<file path="src/hw/rtl/kpr_pkg.sv">
// ----------------------------------------------------------------------------
// kpr_pkg: shared constants for the k-space phase ramp shifter
// Register indexes, quadrant codes, gain and arctangent constants.
// ----------------------------------------------------------------------------
package kpr_pkg;

    localparam int COEF_WIDTH   = 32;
    localparam int TRAJ_WIDTH   = 16;
    localparam int PHASE_WIDTH  = 32;
    localparam int GUARD_BITS   = 16;
    localparam int ATAN_ENTRIES = 24;
    localparam int CFG_IDX_WIDTH = 2;

    // Register indexes on the configuration channel
    localparam logic [CFG_IDX_WIDTH-1:0] REG_COEF_SECOND = 2'd0;
    localparam logic [CFG_IDX_WIDTH-1:0] REG_COEF_FIRST  = 2'd1;

    // Quadrant codes: rotation by code * 90 degrees
    localparam logic [1:0] QUAD_0   = 2'd0;
    localparam logic [1:0] QUAD_90  = 2'd1;
    localparam logic [1:0] QUAD_180 = 2'd2;
    localparam logic [1:0] QUAD_270 = 2'd3;

    // Inverse CORDIC gain, Q1.30, held as a positive 31-bit signed value
    localparam logic signed [30:0] INV_GAIN_Q30 = 31'sd652032874;

    // Arctangent of 2^-i, 2^32 per turn
    localparam logic [PHASE_WIDTH-1:0] ATAN_TURNS [ATAN_ENTRIES] = '{
        32'd536870912, 32'd316933406, 32'd167458907, 32'd85004756,
        32'd42667331,  32'd21354465,  32'd10679838,  32'd5340245,
        32'd2670163,   32'd1335087,   32'd667544,    32'd333772,
        32'd166886,    32'd83443,     32'd41722,     32'd20861,
        32'd10430,     32'd5215,      32'd2608,      32'd1304,
        32'd652,       32'd326,       32'd163,       32'd81
    };

endpackage

</file>
<file path="src/hw/rtl/kpr_round_sat.sv">
// ----------------------------------------------------------------------------
// kpr_round_sat: output rounding and saturation
// Drops the guard bits with round half up, clamps to the sample range and
// holds the result in the output register.
// ----------------------------------------------------------------------------
module kpr_round_sat #(
    parameter int SAMPLE_WIDTH = 16,
    parameter int DATA_WIDTH   = 34
) (
    input  logic                           clk,
    input  logic                           rst_n,
    input  logic                           in_valid,
    output logic                           in_ready,
    input  logic signed [DATA_WIDTH-1:0]   in_x,
    input  logic signed [DATA_WIDTH-1:0]   in_y,
    output logic                           out_valid,
    input  logic                           out_ready,
    output logic signed [SAMPLE_WIDTH-1:0] out_re,
    output logic signed [SAMPLE_WIDTH-1:0] out_im
);
    import kpr_pkg::*;

    localparam int RND_WIDTH = DATA_WIDTH - GUARD_BITS;

    localparam logic signed [RND_WIDTH-1:0] SAT_HI =
        {{(RND_WIDTH-SAMPLE_WIDTH+1){1'b0}}, {(SAMPLE_WIDTH-1){1'b1}}};
    localparam logic signed [RND_WIDTH-1:0] SAT_LO =
        {{(RND_WIDTH-SAMPLE_WIDTH+1){1'b1}}, {(SAMPLE_WIDTH-1){1'b0}}};

    logic                           valid_reg;
    logic signed [SAMPLE_WIDTH-1:0] re_reg;
    logic signed [SAMPLE_WIDTH-1:0] im_reg;
    logic signed [DATA_WIDTH-1:0]   x_rnd;
    logic signed [DATA_WIDTH-1:0]   y_rnd;
    logic signed [RND_WIDTH-1:0]    x_short;
    logic signed [RND_WIDTH-1:0]    y_short;
    logic signed [SAMPLE_WIDTH-1:0] re_next;
    logic signed [SAMPLE_WIDTH-1:0] im_next;

    assign in_ready = !valid_reg || out_ready;

    assign x_rnd   = in_x + (DATA_WIDTH'(1) <<< (GUARD_BITS - 1));
    assign y_rnd   = in_y + (DATA_WIDTH'(1) <<< (GUARD_BITS - 1));
    assign x_short = x_rnd[DATA_WIDTH-1:GUARD_BITS];
    assign y_short = y_rnd[DATA_WIDTH-1:GUARD_BITS];

    always_comb
    begin
        if (x_short > SAT_HI)
            re_next = SAT_HI[SAMPLE_WIDTH-1:0];
        else if (x_short < SAT_LO)
            re_next = SAT_LO[SAMPLE_WIDTH-1:0];
        else
            re_next = x_short[SAMPLE_WIDTH-1:0];

        if (y_short > SAT_HI)
            im_next = SAT_HI[SAMPLE_WIDTH-1:0];
        else if (y_short < SAT_LO)
            im_next = SAT_LO[SAMPLE_WIDTH-1:0];
        else
            im_next = y_short[SAMPLE_WIDTH-1:0];
    end

    always_ff @(posedge clk or negedge rst_n)
    begin
        if (!rst_n)
        begin
            valid_reg <= 1'b0;
        end
        else if (in_ready)
        begin
            valid_reg <= in_valid;
        end
    end

    always_ff @(posedge clk)
    begin
        if (in_ready && in_valid)
        begin
            re_reg <= re_next;
            im_reg <= im_next;
        end
    end

    assign out_valid = valid_reg;
    assign out_re    = re_reg;
    assign out_im    = im_reg;

endmodule

</file>
<file path="config.mk">
export PLATFORM = sky130hd
export DESIGN_NAME = kpr_round_sat
export DESIGN_NICKNAME = d
export VERILOG_FILES = /design/src/hw/rtl/kpr_pkg.sv /design/src/hw/rtl/kpr_round_sat.sv
export SDC_FILE = /design/constraint.sdc
export NUM_CORES = 1
export LEC_CHECK = 0
export BUFFER_PORTS_ARGS = -buffer_cell sky130_fd_sc_hd__buf_4
export CAP_MARGIN = 0
export CORE_MARGIN = 4
export CORE_UTILIZATION = 50
export DETAILED_ROUTE_END_ITERATION = 10
export PLACE_DENSITY = 0.86
export SLEW_MARGIN = 20
export SYNTH_ARGS = -nofsm -noshare
export SYNTH_HDL_FRONTEND = slang
export SYNTH_SLANG_ARGS = --single-unit
</file>
<file path="constraint.sdc">
create_clock -name clk -period 3.9 [get_ports clk]
set_clock_uncertainty 0.2 [all_clocks]
set_input_delay 0.78 -clock clk [delete_from_list [all_inputs] [get_ports clk]]
set_output_delay 0.78 -clock clk [all_outputs]
set_load 0.01 [all_outputs]
</file>
==> reports/metrics.yaml <==
cts_tree: "built"
cp_common_cell: "buf_4"
clock_latency_ns: 0.29
crit_path_end_kind: "flop"
synth-edff-count: 32
synth_cells: 204
cts_hold_buf: 0
top_usage_layer: "met2"
irDropWorstVdd_v: 0.000138
min_period_ns: 3.13
drtIter0Drc: 142
max_stage_delay_ns: 0.60
fin_setup_tns_ns: 0
die-area_sq_mm: 0.00538
drv_slew: 0
drcViolationCount: 0
cp_cell_sequence: "buf_4 -> ha_1 -> and4_4 -> or3b_4 -> nor4_4 -> xor2_2 -> a21oi_2 -> buf_4 -> o21ai_2"
drt-pass1-iter-count: 4
vias_per_cell: 5.64
grt_pass1_wl_mm: 8.45
setup_viol_count_final: 0
cts.reportedPaths.clkPinSlew_ns: 0.07
path_buf_inv: 2
path_class: "input pin to flop"
synth_top_cells_by_area: "edfxtp_1, xnor2_1, xor2_1"
rsz0062_at_grt: "false"
cts_root_buf: "clkbuf_8"
synthArstFlopShare_pct: 3.03
critical_path_arrival_ns: 2.95
fmax_mhz: 320
final_cell_area_sq_mm: 0.00287
grt_pass1_vias: 1770
synth_flop_cell: "edfxtp_1"
synth.most_common_cell: "edfxtp_1"
slew_headroom_pct: 50.6
dp_hpwl_mm: 4.12
clock_sinks: 33
synth_seq_area_share_pct: 46.2
overflow: 0
met3_usage_pct: 2.87
die_x_um: 73.4
synthDominantCellAreaShare_pct: 45.0
track_usage_pct: 20.5
portBuffers: 75
ys_warn_count: 0
start_kind: "input pin"
drive_above_1_share_pct: 36.1
synth_compound_area_share_pct: 15.5
syn_to_final_growth_pct: 34.3
synth_fa_ha_area_share_pct: 1.17
synthSimpleGateAreaFrac_pct: 17.9
num_vias: 1889
synth_top_family_by_area: "simple AND/OR/NAND/NOR gates"
worstHoldPathType: "input pin to async pin"
cp.required_ns: 3.72
use_met2_pct: 35.5
syn_area_sq_mm: 0.00214
wl_per_cell_um: 15.9
rows: 23
synthXorXnorAreaFrac_pct: 15.5
hold_viol: 0
chipHeight_um: 73.4
period_share_pct: 80.3
use_met1_pct: 26.0
grt_max_degree: 33
synth_top_area_cell: "edfxtp_1"
ys_ff_latch: 33
muxShareOfSynthArea_pct: 0.469
drv_cap: 0
synth_cell_types: 43
cp_slowest_cell: "a21oi_2"
power.density_mw_per_mm2: 332
path_max_fanout: 15
finalWirelength_mm: 5.34
clockBufferDepth: 2
cts_buffers: 5
crit_family: "simple AND/OR/NAND/NOR gates"
h-tree-depth: 2
status: "complete, no violations"
worstMarginPinSlew_ns: 0.742
synthTopCellsByCount: "edfxtp_1, o21ai_0, xnor2_1, a21oi_1, nand3_1"
syn-num-nets: 278
antenna_violating_nets_post_route: 0
syn_avg_cell_area_sq_um: 10.5
core_region_area_sq_mm: 0.00406
ios: 106
cts_resized: 0
cts_setup_buffers: 0
place_congestion: 0.899
antenna_found_initial: 0
start_util_pct: 52.6
nets: 358
placed_area_sq_mm: 0.00275
p_leak_nw: 1.12
diodes: 0
==> metrics by stage <==
stage / utilization (%) / setup WS [ns] / power [mW] / std cells / hold slack, ns
floorplan: - / 1.08 / 0.526 / 204 / 0.284
global placement: 67.8 / 0.542 / 0.618 / 327 / 0.316
detailed placement: 67.8 / 0.465 / 0.626 / 327 / 0.334
CTS: 70.7 / 0.765 / 0.953 / 335 / 0.0498
global route: 70.7 / 0.642 / 0.987 / 335 / 0.0455
finish: 70.7 / 0.770 / 0.951 / 335 / 0.0531
==> power by group <==
part           switching, mW  leakage, nW  internal [mW]
logic                  0.102        0.752         0.0910
registers            0.00695        0.314          0.420
clock network          0.123       0.0585          0.208
total                  0.231         1.12          0.720
==> cells by family (layout without fill, tap and decap cells) <==
logic type                 count (synthesis)  after routing
and+or+nand+nor                           64             64
AOI/OAI and AO/OA                         56             56
xor gates and xnor gates                  34             34
DFF                                       33             33
buffers and inverters                     14             95
adders and majority gates                  2              2
muxes                                      1              1
==> path summary, 6_finish.rpt <==
check	startpoint	end	slack (ns)	cells past startpoint
max	in_x[15]	out_re[0]	0.77	9
min	rst_n	out_valid	0.05	1
max reg2reg	out_valid	out_re[15]	2.34	3
min reg2reg	out_valid	out_valid	0.36	2
max in group asynchronous	rst_n	out_valid	3.37	1
min in group clk	out_valid	out_valid	0.36	2
==> worst reg2reg max path: cells and delay by family (launching register included) <==
kind	cells	cell delay [ns]
and+or+nand+nor	2	0.26
DFF	1	0.38
buffers and inverters	1	0.36
==> sequential cells by signal, summed over array words and instances, names as in the netlist <==
signal / count
out_im: 16
out_re: 16
out_valid: 1
==> metal layers <==
| metal | vias up | wire [um] | share of wire (%) |
|---|---|---|---|
| met1 | 876 | 2220 | 42 |
| met5 | - | 0 | 0 |
| met2 | 96 | 2620 | 49 |
| met3 | 7 | 427 | 8.0 |
| li1 | 910 | - | - |
| met4 | 0 | 75 | 1.4 |
==> area by class of cell <==
cell class	instances	area [sq um]
fillers	300	1190
clock inverters	1	30.0
clock buffers	7	86.3
flip-flops and latches	33	986
repair buffers	79	593
multi-input cells	157	1080
well taps	50	62.6
inverters	8	30.0
==> placed cells by master (no fill, tap or decap), types with 8 or more instances in the layout <==
cell      count
inv_1         8
buf_4        79
a21oi_1      17
edfxtp_1     32
xor2_1       13
o21ai_0      21
xnor2_1      18
nor2_1        9
nand2_1      13
nand3_1      14
Power figures use the tool's default switching activity.
