--- src/hw/rtl/kpr_pkg.sv ---
// ----------------------------------------------------------------------------
// kpr_pkg: shared constants for the k-space phase ramp shifter
// Register indexes, quadrant codes, gain and arctangent constants.
// ----------------------------------------------------------------------------
package kpr_pkg;

    localparam int COEF_WIDTH   = 32;
    localparam int TRAJ_WIDTH   = 16;
    localparam int PHASE_WIDTH  = 32;
    localparam int GUARD_BITS   = 16;
    localparam int ATAN_ENTRIES = 24;
    localparam int CFG_IDX_WIDTH = 2;

    // Register indexes on the configuration channel
    localparam logic [CFG_IDX_WIDTH-1:0] REG_COEF_SECOND = 2'd0;
    localparam logic [CFG_IDX_WIDTH-1:0] REG_COEF_FIRST  = 2'd1;

    // Quadrant codes: rotation by code * 90 degrees
    localparam logic [1:0] QUAD_0   = 2'd0;
    localparam logic [1:0] QUAD_90  = 2'd1;
    localparam logic [1:0] QUAD_180 = 2'd2;
    localparam logic [1:0] QUAD_270 = 2'd3;

    // Inverse CORDIC gain, Q1.30, held as a positive 31-bit signed value
    localparam logic signed [30:0] INV_GAIN_Q30 = 31'sd652032874;

    // Arctangent of 2^-i, 2^32 per turn
    localparam logic [PHASE_WIDTH-1:0] ATAN_TURNS [ATAN_ENTRIES] = '{
        32'd536870912, 32'd316933406, 32'd167458907, 32'd85004756,
        32'd42667331,  32'd21354465,  32'd10679838,  32'd5340245,
        32'd2670163,   32'd1335087,   32'd667544,    32'd333772,
        32'd166886,    32'd83443,     32'd41722,     32'd20861,
        32'd10430,     32'd5215,      32'd2608,      32'd1304,
        32'd652,       32'd326,       32'd163,       32'd81
    };

endpackage

--- src/hw/rtl/kpr_front.sv ---
// ----------------------------------------------------------------------------
// kpr_front: phase, quadrant and gain stages
// Three registered stages: coordinate products, phase word with quadrant
// rotation, and inverse-gain scaling of the rotated sample.
// ----------------------------------------------------------------------------
module kpr_front #(
    parameter int SAMPLE_WIDTH = 16,
    parameter int DATA_WIDTH   = 34
) (
    input  logic                           clk,
    input  logic                           rst_n,
    input  logic signed [31:0]             coef_first,
    input  logic signed [31:0]             coef_second,
    input  logic                           in_valid,
    output logic                           in_ready,
    input  logic signed [SAMPLE_WIDTH-1:0] in_re,
    input  logic signed [SAMPLE_WIDTH-1:0] in_im,
    input  logic signed [15:0]             in_traj_first,
    input  logic signed [15:0]             in_traj_second,
    output logic                           out_valid,
    input  logic                           out_ready,
    output logic signed [DATA_WIDTH-1:0]   out_x,
    output logic signed [DATA_WIDTH-1:0]   out_y,
    output logic signed [31:0]             out_z
);
    import kpr_pkg::*;

    localparam int PROD_WIDTH = SAMPLE_WIDTH + 32;

    // Stage 1: low phase bits of each product
    logic                           s1_valid_reg;
    logic [30:0]                    s1_p1_reg;
    logic [30:0]                    s1_p2_reg;
    logic signed [SAMPLE_WIDTH-1:0] s1_re_reg;
    logic signed [SAMPLE_WIDTH-1:0] s1_im_reg;
    logic signed [47:0]             p1_full;
    logic signed [47:0]             p2_full;
    logic                           s1_ready;

    // Stage 2: quadrant-rotated sample and residual angle
    logic                           s2_valid_reg;
    logic signed [SAMPLE_WIDTH:0]   s2_x_reg;
    logic signed [SAMPLE_WIDTH:0]   s2_y_reg;
    logic signed [31:0]             s2_z_reg;
    logic signed [SAMPLE_WIDTH:0]   x_next;
    logic signed [SAMPLE_WIDTH:0]   y_next;
    logic [PHASE_WIDTH-1:0]         phase;
    logic [PHASE_WIDTH-1:0]         phase_bias;
    logic [1:0]                     quad;
    logic [PHASE_WIDTH-1:0]         resid;
    logic [30:0]                    phase_sum;
    logic signed [SAMPLE_WIDTH:0]   re_ext;
    logic signed [SAMPLE_WIDTH:0]   im_ext;
    logic                           s2_ready;

    // Stage 3: gain-scaled sample
    logic                           s3_valid_reg;
    logic signed [DATA_WIDTH-1:0]   s3_x_reg;
    logic signed [DATA_WIDTH-1:0]   s3_y_reg;
    logic signed [31:0]             s3_z_reg;
    logic signed [PROD_WIDTH-1:0]   gx;
    logic signed [PROD_WIDTH-1:0]   gy;
    logic signed [PROD_WIDTH-1:0]   round_c;
    logic                           s3_ready;

    assign s3_ready = !s3_valid_reg || out_ready;
    assign s2_ready = !s2_valid_reg || s3_ready;
    assign s1_ready = !s1_valid_reg || s2_ready;
    assign in_ready = s1_ready;

    assign p1_full = coef_first * in_traj_first;
    assign p2_full = coef_second * in_traj_second;

    always_ff @(posedge clk or negedge rst_n)
    begin
        if (!rst_n)
        begin
            s1_valid_reg <= 1'b0;
        end
        else if (s1_ready)
        begin
            s1_valid_reg <= in_valid;
        end
    end

    always_ff @(posedge clk)
    begin
        if (s1_ready && in_valid)
        begin
            s1_p1_reg <= p1_full[30:0];
            s1_p2_reg <= p2_full[30:0];
            s1_re_reg <= in_re;
            s1_im_reg <= in_im;
        end
    end

    // Fraction bits of the sum form the phase word; bit 0 is always clear
    assign phase_sum  = s1_p1_reg + s1_p2_reg;
    assign phase      = {phase_sum, 1'b0};
    assign phase_bias = phase + 32'h2000_0000;
    assign quad       = phase_bias[31:30];
    assign resid      = phase - {quad, 30'd0};
    assign re_ext     = {s1_re_reg[SAMPLE_WIDTH-1], s1_re_reg};
    assign im_ext     = {s1_im_reg[SAMPLE_WIDTH-1], s1_im_reg};

    always_comb
    begin
        unique case (quad)
            QUAD_90:
            begin
                x_next = -im_ext;
                y_next = re_ext;
            end
            QUAD_180:
            begin
                x_next = -re_ext;
                y_next = -im_ext;
            end
            QUAD_270:
            begin
                x_next = im_ext;
                y_next = -re_ext;
            end
            default:
            begin
                x_next = re_ext;
                y_next = im_ext;
            end
        endcase
    end

    always_ff @(posedge clk or negedge rst_n)
    begin
        if (!rst_n)
        begin
            s2_valid_reg <= 1'b0;
        end
        else if (s2_ready)
        begin
            s2_valid_reg <= s1_valid_reg;
        end
    end

    always_ff @(posedge clk)
    begin
        if (s2_ready && s1_valid_reg)
        begin
            s2_x_reg <= x_next;
            s2_y_reg <= y_next;
            s2_z_reg <= $signed(resid);
        end
    end

    // Scale by the inverse gain and round half up to GUARD_BITS fraction bits
    assign round_c = PROD_WIDTH'(1) <<< (29 - GUARD_BITS);
    assign gx = PROD_WIDTH'(s2_x_reg) * PROD_WIDTH'(INV_GAIN_Q30) + round_c;
    assign gy = PROD_WIDTH'(s2_y_reg) * PROD_WIDTH'(INV_GAIN_Q30) + round_c;

    always_ff @(posedge clk or negedge rst_n)
    begin
        if (!rst_n)
        begin
            s3_valid_reg <= 1'b0;
        end
        else if (s3_ready)
        begin
            s3_valid_reg <= s2_valid_reg;
        end
    end

    always_ff @(posedge clk)
    begin
        if (s3_ready && s2_valid_reg)
        begin
            s3_x_reg <= gx[30-GUARD_BITS +: DATA_WIDTH];
            s3_y_reg <= gy[30-GUARD_BITS +: DATA_WIDTH];
            s3_z_reg <= s2_z_reg;
        end
    end

    assign out_valid = s3_valid_reg;
    assign out_x     = s3_x_reg;
    assign out_y     = s3_y_reg;
    assign out_z     = s3_z_reg;

endmodule

--- config.mk ---
export PLATFORM = sky130hd
export DESIGN_NAME = kpr_front
export DESIGN_NICKNAME = d
export VERILOG_FILES = /design/src/hw/rtl/kpr_pkg.sv /design/src/hw/rtl/kpr_front.sv
export SDC_FILE = /design/constraint.sdc
export NUM_CORES = 2
export LEC_CHECK = 0
export ABC_AREA = 1
export BUFFER_PORTS_ARGS = -buffer_cell sky130_fd_sc_hd__clkbuf_2
export CAP_MARGIN = 20
export CORE_MARGIN = 4
export CORE_UTILIZATION = 55
export DETAILED_ROUTE_END_ITERATION = 12
export GPL_TIMING_DRIVEN = 0
export HOLD_SLACK_MARGIN = 0.08
export PLACE_DENSITY_LB_ADDON = 0.2
export SYNTH_ARGS = -nofsm -noshare
export SYNTH_HDL_FRONTEND = slang
export SYNTH_SLANG_ARGS = --single-unit
export TNS_END_PERCENT = 30
--- constraint.sdc ---
create_clock -name clk -period 6.65 [get_ports clk]
set_input_delay 0.9975 -clock clk [delete_from_list [all_inputs] [get_ports clk]]
set_output_delay 0.9975 -clock clk [all_outputs]
set_load 0.05 [all_outputs]
==> results.sh <==
export IMPL_cts_sinks=261
export IMPL_worst_pin_slew_ns=0.9139
export IMPL_grt_pass1_wl_mm=254.5
export IMPL_num_rows=117
export IMPL_synth_area_top_cells="fa_1, edfxtp_1, inv_1"
export IMPL_die_w_microns=328.7
export IMPL_hold_class="input port to asynchronous set/reset pin"
export IMPL_drive_gt1_share_pct=9.826
export IMPL_synth_cell_type_count=56
export IMPL_synth_top_area_share_pct=33.79
export IMPL_grt_use_total_pct=30.54
export IMPL_area_growth_pct=9.453
export IMPL_clkTransAtPathRegs_ns=0.06
export IMPL_status="finished clean"
export IMPL_gp_congestion=0.9814
export IMPL_fp_dieH_microns=328.7
export IMPL_setup_ws_ns=0.08813
export IMPL_core_area_sq_mm=0.1019
export IMPL_dpl_worst_slack_ns=-1.146
export IMPL_fin_skew_ns=0.05364
export IMPL_synth_most_common_cell="inv_1"
export IMPL_ys_seq_area_share_pct=13.83
export IMPL_end_kind="flip-flop"
export IMPL_period_share_pct=98.67
export IMPL_hold_viol_final=0
export IMPL_io_pins=234
export IMPL_ys_flop_type="edfxtp_1"
export IMPL_antenna_found_initial=7
export IMPL_numPortBuffers=205
export IMPL_setup_viol_count_final=0
export IMPL_grt_overflow_total=0
export IMPL_synthArstFlopShare_pct=1.149
export IMPL_fin_nets=8964
export IMPL_syn_area_sq_mm=0.05657
export IMPL_initial_core_util_pct=55.52
export IMPL_postSynthAreaPerCell_sq_um=8.058
export IMPL_grt_pass1_vias=46516
export IMPL_critPathMaxStageDelay_ns=0.66
export IMPL_die_area_sq_mm=0.1081
export IMPL_cts_root_buf="clkbuf_16"
export IMPL_fin_crit_ns=6.562
export IMPL_dr_first_iter_drc_count=3864
export IMPL_cts_tree="built"
export IMPL_via_count=45810
export IMPL_post_drt_via_cell_ratio=5.255
export IMPL_dp_hpwl_mm=138.5
export IMPL_htreeDepth=1
export IMPL_clock_latency_ns=0.63
export IMPL_cap_violations=0
export IMPL_fill_cells=9346
export IMPL_synth_common_cells="inv_1, nand2_1, fa_1, ha_1, nor2_1"
export IMPL_slew_limit_headroom_pct=39.07
export IMPL_required_ns=7.01
export IMPL_ys_warn_count=0
export IMPL_yosys_register_bits=261
export IMPL_wl_per_cell_microns=18.57
export IMPL_synth_edf_count=258
export IMPL_maxSlewViolCount=0
export IMPL_cp_common_cell="inv_1"
export IMPL_drc=0
export IMPL_syn_num_nets=8660
export IMPL_ant_nets=0
export IMPL_drt_total_wl_mm=161.9
export IMPL_crit_fanout=6
export IMPL_rsz0062_at_grt="yes"
export IMPL_path_class="flip-flop to flip-flop"
export IMPL_yosysTopAreaCell="fa_1"
export IMPL_dr_pass1_iters=6
export IMPL_critPathSlowestCell="fa_2"
export IMPL_netlist_instances=7021
export IMPL_setup_worst_path_start_class="flip-flop"
export IMPL_fmax_ghz=0.1524
export IMPL_numCtsBuffers=30
export IMPL_cts_buffer_depth=3
export IMPL_grt_max_degree=77
export IMPL_critical_path_arrival_ns=6.92
export IMPL_ctsHoldBuffers=0
==> layer usage <==
metal	wire [microns]	GRT usage [%]	share of wire [%]
met3	13870	4.948	8.6
met2	73780	49.38	46
met5	23	0	0.014
met1	67890	42.21	42
met4	6352	10.18	3.9
==> per-stage QoR <==
stage,hold WS (ns),instance area (sq um),cells,util (%),TNS [ns]
after detailed placement,0.4045,59410,8598,58.31,-35.85
after CTS,0.1806,60820,8680,59.70,-0.02487
final,0.2049,61920,8718,60.77,0
after floorplan,0.4003,56570,7021,-,0
after global placement,0.4027,59310,8594,58.21,-302.55
after global routing,0.1869,61920,8717,60.77,-0.9764
==> final timing paths <==
path	slack [ns]	to	cells after the start	start
max in group asynchronous	6.34	s1_valid_reg	1	rst_n
setup reg to reg	0.09	out_y[31]	25	s2_y_reg[4]
min in group clk	0.42	out_z[6]	0	s2_z_reg[6]
setup / recovery	0.09	out_y[31]	25	s2_y_reg[4]
hold / removal	0.20	s2_valid_reg	1	rst_n
hold reg to reg	0.42	out_z[6]	0	s2_z_reg[6]
==> layout by cell type (no fill, tap or decap), drive strengths merged, types with 12 or more instances in the layout <==
master and instances:
buf 102, nand3b 18, nand2 1792, o21bai 20, or2 33, ha 552, o21ai 59, clkinv 18
a21oi 152, xnor2 84, xor2 149, inv 2000, nand4 113, a21o 12, nor2 344, edfxtp 258
fa 955, nand3 240, nor3 36, clkbuf 357
==> layout make-up <==
cell class / count / area [sq um] / share of cell area, %
repair buffers: 285 / 1687 / 2.724
diodes: 2 / 5.005 / 0.008083
plain buffers: 138 / 671.9 / 1.085
clock buffers: 36 / 773.2 / 1.249
multi-input cells: 4603 / 41450 / 66.95
well taps: 1368 / 1712 / 2.764
flip-flops and latches: 261 / 7823 / 12.63
inverters: 2006 / 7536 / 12.17
clock inverters: 19 / 260.3 / 0.4203
==> timing repair <==
action	CTS	global route
setup buffers	31	45
setup endpoints to repair	74	73
gates resized for setup	48	331
hold endpoints to repair	0	0
pin swaps	1	17
==> kinds of logic after synthesis <==
family	after synthesis	synth area share (%)
flops	261	13.83
compound gates	276	2.751
other cells	1	0.006629
xor+xnor	234	3.773
buf+inv	2157	14.33
fa+ha+maj	1507	46.00
simple gates	2585	19.30
==> critical path, delay by kind of cell, from the launching register on <==
kind / cells / cell delay, ns
xor gates and xnor gates: 1 / 0.23
adders and majority gates: 8 / 3.67
buffers and inverters: 6 / 0.42
DFF: 1 / 0.51
and+or+nand+nor: 10 / 1.46
Power is left out: the tool's default activity adds up to more than one toggle a clock period on the data nets, which glitch-free logic cannot reach.
