==> src/hw/rtl/kpr_pkg.sv <==
// ----------------------------------------------------------------------------
// kpr_pkg: shared constants for the k-space phase ramp shifter
// Register indexes, quadrant codes, gain and arctangent constants.
// ----------------------------------------------------------------------------
package kpr_pkg;

    localparam int COEF_WIDTH   = 32;
    localparam int TRAJ_WIDTH   = 16;
    localparam int PHASE_WIDTH  = 32;
    localparam int GUARD_BITS   = 16;
    localparam int ATAN_ENTRIES = 24;
    localparam int CFG_IDX_WIDTH = 2;

    // Register indexes on the configuration channel
    localparam logic [CFG_IDX_WIDTH-1:0] REG_COEF_SECOND = 2'd0;
    localparam logic [CFG_IDX_WIDTH-1:0] REG_COEF_FIRST  = 2'd1;

    // Quadrant codes: rotation by code * 90 degrees
    localparam logic [1:0] QUAD_0   = 2'd0;
    localparam logic [1:0] QUAD_90  = 2'd1;
    localparam logic [1:0] QUAD_180 = 2'd2;
    localparam logic [1:0] QUAD_270 = 2'd3;

    // Inverse CORDIC gain, Q1.30, held as a positive 31-bit signed value
    localparam logic signed [30:0] INV_GAIN_Q30 = 31'sd652032874;

    // Arctangent of 2^-i, 2^32 per turn
    localparam logic [PHASE_WIDTH-1:0] ATAN_TURNS [ATAN_ENTRIES] = '{
        32'd536870912, 32'd316933406, 32'd167458907, 32'd85004756,
        32'd42667331,  32'd21354465,  32'd10679838,  32'd5340245,
        32'd2670163,   32'd1335087,   32'd667544,    32'd333772,
        32'd166886,    32'd83443,     32'd41722,     32'd20861,
        32'd10430,     32'd5215,      32'd2608,      32'd1304,
        32'd652,       32'd326,       32'd163,       32'd81
    };

endpackage

==> src/hw/rtl/kpr_cordic_cell.sv <==
// ----------------------------------------------------------------------------
// kpr_cordic_cell: one CORDIC rotation stage
// Rotates by the arctangent of 2^-SHIFT toward a zero residual angle and
// registers the result for the next cell.
// ----------------------------------------------------------------------------
module kpr_cordic_cell #(
    parameter int DATA_WIDTH = 34,
    parameter int SHIFT      = 0
) (
    input  logic                         clk,
    input  logic                         rst_n,
    input  logic                         in_valid,
    output logic                         in_ready,
    input  logic signed [DATA_WIDTH-1:0] in_x,
    input  logic signed [DATA_WIDTH-1:0] in_y,
    input  logic signed [31:0]           in_z,
    output logic                         out_valid,
    input  logic                         out_ready,
    output logic signed [DATA_WIDTH-1:0] out_x,
    output logic signed [DATA_WIDTH-1:0] out_y,
    output logic signed [31:0]           out_z
);
    import kpr_pkg::*;

    localparam logic signed [31:0] ANGLE = $signed(ATAN_TURNS[SHIFT]);

    logic                         valid_reg;
    logic signed [DATA_WIDTH-1:0] x_reg;
    logic signed [DATA_WIDTH-1:0] y_reg;
    logic signed [31:0]           z_reg;
    logic signed [DATA_WIDTH-1:0] dx;
    logic signed [DATA_WIDTH-1:0] dy;
    logic signed [DATA_WIDTH-1:0] x_next;
    logic signed [DATA_WIDTH-1:0] y_next;
    logic signed [31:0]           z_next;

    assign in_ready = !valid_reg || out_ready;
    assign dx = in_y >>> SHIFT;
    assign dy = in_x >>> SHIFT;

    always_comb
    begin
        if (!in_z[31])
        begin
            x_next = in_x - dx;
            y_next = in_y + dy;
            z_next = in_z - ANGLE;
        end
        else
        begin
            x_next = in_x + dx;
            y_next = in_y - dy;
            z_next = in_z + ANGLE;
        end
    end

    always_ff @(posedge clk or negedge rst_n)
    begin
        if (!rst_n)
        begin
            valid_reg <= 1'b0;
        end
        else if (in_ready)
        begin
            valid_reg <= in_valid;
        end
    end

    always_ff @(posedge clk)
    begin
        if (in_ready && in_valid)
        begin
            x_reg <= x_next;
            y_reg <= y_next;
            z_reg <= z_next;
        end
    end

    assign out_valid = valid_reg;
    assign out_x     = x_reg;
    assign out_y     = y_reg;
    assign out_z     = z_reg;

endmodule

==> config.mk <==
export PLATFORM = sky130hd
export DESIGN_NAME = kpr_cordic_cell
export DESIGN_NICKNAME = d
export VERILOG_FILES = /design/src/hw/rtl/kpr_pkg.sv /design/src/hw/rtl/kpr_cordic_cell.sv
export SDC_FILE = /design/constraint.sdc
export NUM_CORES = 1
export LEC_CHECK = 0
export BUFFER_PORTS_ARGS = -buffer_cell sky130_fd_sc_hd__buf_2
export CAP_MARGIN = 10
export CORE_ASPECT_RATIO = 1.5
export CORE_MARGIN = 8
export CORE_UTILIZATION = 56
export DETAILED_ROUTE_END_ITERATION = 8
export GPL_ROUTABILITY_DRIVEN = 0
export PLACE_DENSITY = 0.82
export SYNTH_ARGS = -nofsm -noshare
export SYNTH_HDL_FRONTEND = slang
export SYNTH_SLANG_ARGS = --single-unit
==> constraint.sdc <==
create_clock -name clk -period 3.95 [get_ports clk]
set_input_delay 0.395 -clock clk [delete_from_list [all_inputs] [get_ports clk]]
set_output_delay 0.395 -clock clk [all_outputs]
set_load 0.02 [all_outputs]
==> results of run 1 <==
==> state kept, by name (all words and copies together), names as in the netlist <==
| signal | count |
|---|---|
| out_valid | 1 |
| out_z | 32 |
| out_x | 33 |
| out_y | 34 |
==> layout make-up <==
cell class                 instances  share of cell area
clock buffer                       9             0.02130
inverter                         111             0.03941
clock inverter                     7            0.008639
timing repair buffer             221              0.1086
tap                              206             0.02438
multi-input combinational        749              0.5138
antenna                            1           0.0002367
sequential                       100              0.2836
==> layout by cell type, fill, tap and decap left out, types with 9 or more instances in the layout <==
cell type                     n
sky130_fd_sc_hd__mux2i_1     22
sky130_fd_sc_hd__clkbuf_16    9
sky130_fd_sc_hd__nand2_1     51
sky130_fd_sc_hd__nand4_1     12
sky130_fd_sc_hd__buf_2      205
sky130_fd_sc_hd__o21ai_0     60
sky130_fd_sc_hd__a21oi_1    117
sky130_fd_sc_hd__nor3_1      26
sky130_fd_sc_hd__buf_4       15
sky130_fd_sc_hd__o21bai_1    22
sky130_fd_sc_hd__o211ai_1    11
sky130_fd_sc_hd__a21o_1      26
sky130_fd_sc_hd__nor2b_1     14
sky130_fd_sc_hd__inv_1      106
sky130_fd_sc_hd__edfxtp_1    99
sky130_fd_sc_hd__nand2b_1    12
sky130_fd_sc_hd__xnor2_1     58
sky130_fd_sc_hd__nand3_1      9
sky130_fd_sc_hd__nor2_1      68
sky130_fd_sc_hd__ha_1       100
==> power groups by stage <==
stage	sequential [mW]	clock, mW	combinational (mW)
floorplan	1.51	0	0.786
global placement	1.37	0	1.31
detailed placement	1.37	0	1.33
CTS	1.35	0.935	1.34
global route	1.36	0.965	1.47
finish	1.35	0.923	1.36
==> logic make-up (layout without fill, tap and decap cells) <==
logic type / after synthesis / in the layout / share of synthesized area
other: 0 / 1 / 0
AOI/OAI and AO/OA: 328 / 328 / 0.2395
muxes: 22 / 22 / 0.02431
and+or+nand+nor: 233 / 233 / 0.1287
adders and majority gates: 104 / 104 / 0.1469
DFF: 100 / 100 / 0.3309
buffers and inverters: 158 / 348 / 0.06974
xor gates and xnor gates: 62 / 62 / 0.05994
==> how the worst min path moves through the flow <==
stage                      to  slack, ns  cells past startpoint
floorplan           out_valid        0.1                      0
global placement    out_valid       0.17                      1
detailed placement  out_valid       0.17                      1
CTS                 out_z[24]       0.20                      1
global route         out_z[2]       0.19                      1
finish               out_z[2]       0.20                      1
==> per-stage QoR <==
stage                      TNS (ns)  utilization  cells  power (mW)
after detailed placement   -0.04699       0.6384   1386       2.702
after global placement    -0.007464       0.6384   1386       2.681
final                             0       0.6589   1404       3.636
after global routing              0       0.6589   1404       3.796
after floorplan                   0            -   1007       2.296
after CTS                         0       0.6587   1403       3.623
==> critical path, delay by kind of cell <==
kind                       cells  cell delay [ns]
and+or+nand+nor                4             1.18
xor gates and xnor gates       1             0.17
buffers and inverters          2             0.24
AOI/OAI and AO/OA              4             1.46
adders and majority gates      1             0.33
==> layer usage <==
metal,track usage,up-vias,part of all wire
met4,0.1838,0,0.066
met3,0.05059,152,0.076
li1,-,3982,-
met5,0,-,0
met1,0.2751,3956,0.35
met2,0.4605,508,0.51
==> impl_metrics.toml, run 1 <==
[critical_path]
r2r-end = "out_y[3]"
setup.worst_path.start = "in_x[1]"
critical_path.max_stage_delay_ns = 0.81
worst-setup-path-type = "input pin to flip-flop"
worst_reg2reg_path_startpoint = "out_valid"
timing.critical_path.arrival_ns = 3.79
timing.critical_path.fanout_max = 5
reg2reg_depth = 3
endpoint = "out_x[31]"
required_ns = 4.07
setup.worst_path.start_class = "input pin"
critical-path-slowest-cell = "sky130_fd_sc_hd__a2111oi_0"
cp_cell_sequence = "buf_2, inv_1, ha_1, nor2b_1, o31ai_2, a211oi_1, nor4_2, nor3_1, or3_1, a2111oi_0, a21oi_1, xnor2_1"
crit_path_end_kind = "flip-flop"
reg2reg_setup_slack_ns = 1.96

[clock_tree]
cts_made_buffers = 9
worst_skew_pair.late_latency_ns = 0.36
h-tree-depth = 3
clockRootBuffer = "sky130_fd_sc_hd__clkbuf_16"
cts_hold_buffers_added = 1
cts_tree = "yes"
cts.repair_timing.setup_buffer_count = 0
cts.repair.resized = 0
clkSlewWorstSetupHoldPaths_ns = 0.08
clock_sink_count = 100
clock_path_buffers = 2

[placement]
dp_hpwl_um = 21550
cell_area_after_placement_sq_um = 10240
dp_slack_ns = -0.04699
place.port_buffers = 205

[sta]
rsz0062_at_grt = "false"
clock.fmax_mhz = 272.7
min_hold_slack_ns = 0.2000
final-hold-violation-count = 0
final-max-slew-violation-count = 0
fin_crit_sh = 0.9283
final.min_clock_period_ns = 3.667
timing.clock.skew_ns = 0.009696
maxSlewHeadroom = 0.3249
finalSetupViolations = 0
setup_slack_ns = 0.2831
tightestPinTransition_ns = 1.013

[yosys]
synth-seq-area-share = 0.3309
synth_area_leaders = "sky130_fd_sc_hd__edfxtp_1 33%, sky130_fd_sc_hd__ha_1 14%, sky130_fd_sc_hd__a21oi_1 6.5%, sky130_fd_sc_hd__xnor2_1 5.6%, sky130_fd_sc_hd__inv_1 4.4%"
synth-edff-count = 99
ys_ff_latch = 100
postSynthNetCount = 1215
netlist_area_before_placement_sq_um = 9060
synthDominantCellAreaShare = 0.3281
synth-async-reset-ratio = 0.01000
synth.top_cells.by_count = "117 x sky130_fd_sc_hd__a21oi_1, 106 x sky130_fd_sc_hd__inv_1, 100 x sky130_fd_sc_hd__ha_1"
synthesis.area_per_instance_sq_um = 8.997
synth_top_area_cell = "sky130_fd_sc_hd__edfxtp_1"
post_synth_inst_count = 1007
yosysMostFrequentCell = "sky130_fd_sc_hd__a21oi_1"
yosysUniqueCellTypes = 82
synth_ff_type = "sky130_fd_sc_hd__edfxtp_1"
ys.warnings.count = 0

[hold_path]
timing.hold.worst.start = "in_z[2]"
min_path_type = "input pin to flip-flop"

[floorplan]
fp.dieArea_sq_um = 20590
design.portCount = 206
die_h_um = 171.8
initial_core_utilization = 0.5646
die_w_um = 119.9
floorplan.rows = 57
placeableCoreArea_sq_um = 16050

[drt]
antenna_violating_nets_post_route = 0
postRouteWirelength_um = 27190
dr.first_iter.drc_count = 842
detailroute.via_count = 8598
drt_pass1_iterations = 7
drt_drc_violations_left = 0
vias_per_cell = 6.124
route.detailed.wl_per_inst_um = 19.37

[finish]
layout-drive-gt1-share = 0.2231
area_growth_pct = 16.70
multi_input_comb_area_sq_um = 5433
num-nets-final = 1400
fill_cells = 1414
regArea_sq_um = 2998
fin_area_sq_um = 10570

[pwr]
p_sw_mw = 1.364
total_leakage_power_nw = 4.752
internal_pwr_total_mw = 2.272
p_comb_frac = 0.375
power.share.switching = 0.3751
irDropWorstVdd_v = 0.0002942
pd_cells_nw_per_um2 = 343.9
power.sequential.fraction = 0.371
power.clock.fraction = 0.254

[run]
max-cap-violations = 0

[global_routing]
first_global_vias = 8618
number_of_antenna_violations_at_the_first_check_in_global_routing = 1
wire_length_of_the_first_global_routing_pass_um = 43280
largest_net_degree_at_the_start_of_global_routing = 72
grt_use_total = 0.2611
grt-ovfl-total = 0

[run_status]
status = "completed"
(Power assumes the default switching activity.)
==> run 2, diff against run 1 <==
clock period = 3.9 ns   (was 3.95 ns; I/O delays follow)
==> run 2 against run 1 <==
Sequential cell count is the same. Register-to-register slack gained 0.43 ns. Total power grew 1.5%. Setup slack gained 0.11 ns. Combinational power is essentially flat. First-iteration DRC count grew 9.7%. Clock power grew 1%. Design area grew 0.21%. Critical path depth is the same. Wire length grew 1.4%. Largest power group unchanged.
==> impl_metrics.toml, run 2 (synthesis results as in run 1) <==
[floorplan]
die_w_um = 119.9
placeableCoreArea_sq_um = 16050
initial_core_utilization = 0.5646
fp.dieArea_sq_um = 20590
design.portCount = 206
die_h_um = 171.8
floorplan.rows = 57

[sta]
maxSlewHeadroom = 0.3053
min_hold_slack_ns = 0.2018
tightestPinTransition_ns = 1.042
fin_tns_setup_ns = 0
final-hold-violation-count = 0
timing.clock.skew_ns = 0.006823
fin_crit_sh = 0.8991
finalSetupViolations = 0
clock.fmax_mhz = 285.2
final-max-slew-violation-count = 0
rsz0062_at_grt = "false"
final.min_clock_period_ns = 3.507

[critical_path]
crit_path_end_kind = "flip-flop"
timing.critical_path.arrival_ns = 3.61
setup.worst_path.start_class = "input pin"
required_ns = 4.00
worst-setup-path-type = "input pin to flip-flop"
timing.critical_path.fanout_max = 5

[clock_tree]
clock_path_buffers = 2
clkSlewWorstSetupHoldPaths_ns = 0.08
cts_made_buffers = 9
h-tree-depth = 3
clock_sink_count = 100
cts_tree = "yes"
worst_skew_pair.late_latency_ns = 0.36
clockRootBuffer = "sky130_fd_sc_hd__clkbuf_16"
cts.repair_timing.setup_buffer_count = 0

[pwr]
total_power_mw = 3.691
irDropWorstVdd_v = 0.0003226
pd_cells_nw_per_um2 = 348.3
total_leakage_power_nw = 4.761

[global_routing]
largest_net_degree_at_the_start_of_global_routing = 100
grt_use_total = 0.2667
first_global_vias = 8518
number_of_antenna_violations_at_the_first_check_in_global_routing = 2
grt-ovfl-total = 0
wire_length_of_the_first_global_routing_pass_um = 43770

[finish]
largest_reg_flops = 34
post_layout_nonfiller_instances = 1406
final_core_utilization = 0.6603
layout-drive-gt1-share = 0.2237
area_growth_pct = 16.95
num-nets-final = 1401
most-common-layout-cells = "205 x sky130_fd_sc_hd__buf_2, 117 x sky130_fd_sc_hd__a21oi_1, 106 x sky130_fd_sc_hd__inv_1"
mostFrequentLayoutCell = "sky130_fd_sc_hd__buf_2"

[drt]
route.detailed.wl_per_inst_um = 19.62
drt_pass1_iterations = 8
antenna_violating_nets_post_route = 0
dr.first_iter.drc_count = 924
vias_per_cell = 6.069
drt_drc_violations_left = 0
detailroute.via_count = 8533
postRouteWirelength_um = 27580

[placement]
dp_hpwl_um = 21610
place.port_buffers = 205
numPlacedInstances = 1387

[run_status]
status = "completed"

[run]
max-cap-violations = 0

[hold_path]
min_path_type = "input pin to flip-flop"
-- run 2: what timing repair did --
action,in CTS,in global routing
resized for setup,0,0
hold endpoints to repair,1,0
hold buffers,1,0
-- run 2: final timing paths --
path / to / slack [ns] / cells past startpoint / startpoint
worst max register to register: out_x[33] / 2.39 / 3 / out_valid
worst min-delay path: out_z[2] / 0.20 / 1 / in_z[2]
min in group asynchronous: out_valid / 0.33 / 2 / rst_n
worst max-delay path: out_x[31] / 0.39 / 12 / in_x[1]
max in group asynchronous: out_valid / 3.48 / 2 / rst_n
worst min register to register: out_valid / 0.57 / 2 / out_valid
-- run 2: worst max-delay path, cell delays in order --
cell,delay (ns)
sky130_fd_sc_hd__buf_2,0.16
sky130_fd_sc_hd__inv_1,0.10
sky130_fd_sc_hd__ha_1,0.34
sky130_fd_sc_hd__nor2b_1,0.17
sky130_fd_sc_hd__o31ai_2,0.29
sky130_fd_sc_hd__a211oi_1,0.22
sky130_fd_sc_hd__nor4_2,0.44
sky130_fd_sc_hd__nor3_1,0.12
sky130_fd_sc_hd__or3_1,0.46
sky130_fd_sc_hd__a2111oi_0,0.61
sky130_fd_sc_hd__a21oi_1,0.11
sky130_fd_sc_hd__xnor2_1,0.19
-- run 2: report_power, final --
| group | switching [mW] | internal (mW) | total [mW] |
|---|---|---|---|
| Combinational | 0.884 | 0.504 | 1.39 |
| Clock | 0.472 | 0.464 | 0.936 |
| Sequential | 0.0279 | 1.34 | 1.37 |
-- run 2: metal layers --
metal,share of wire,global-route usage,vias up
met4,0.061,0.1718,0
met2,0.51,0.4759,496
li1,-,-,3975
met1,0.35,0.2853,3923
met3,0.072,0.04698,139
met5,0,0,-
-- run 2: area by class of cell --
class | instances | area [sq um]
clock inverter | 7 | 91.34
timing repair buffer | 222 | 1169
antenna | 2 | 5.005
inverter | 111 | 416.7
tap | 206 | 257.7
clock buffer | 9 | 225.2
sequential | 100 | 2998
fill | 1359 | 5451
multi-input combinational | 749 | 5433
-- run 2: through the flow --
step	area (sq um)	setup WS (ns)
3_5_place_dp	10260	0.1529
5_1_grt	10600	0.2610
3_3_place_gp	10260	0.1392
6_report	10600	0.3933
2_1_floorplan	9060	0.3959
4_1_cts	10590	0.5145
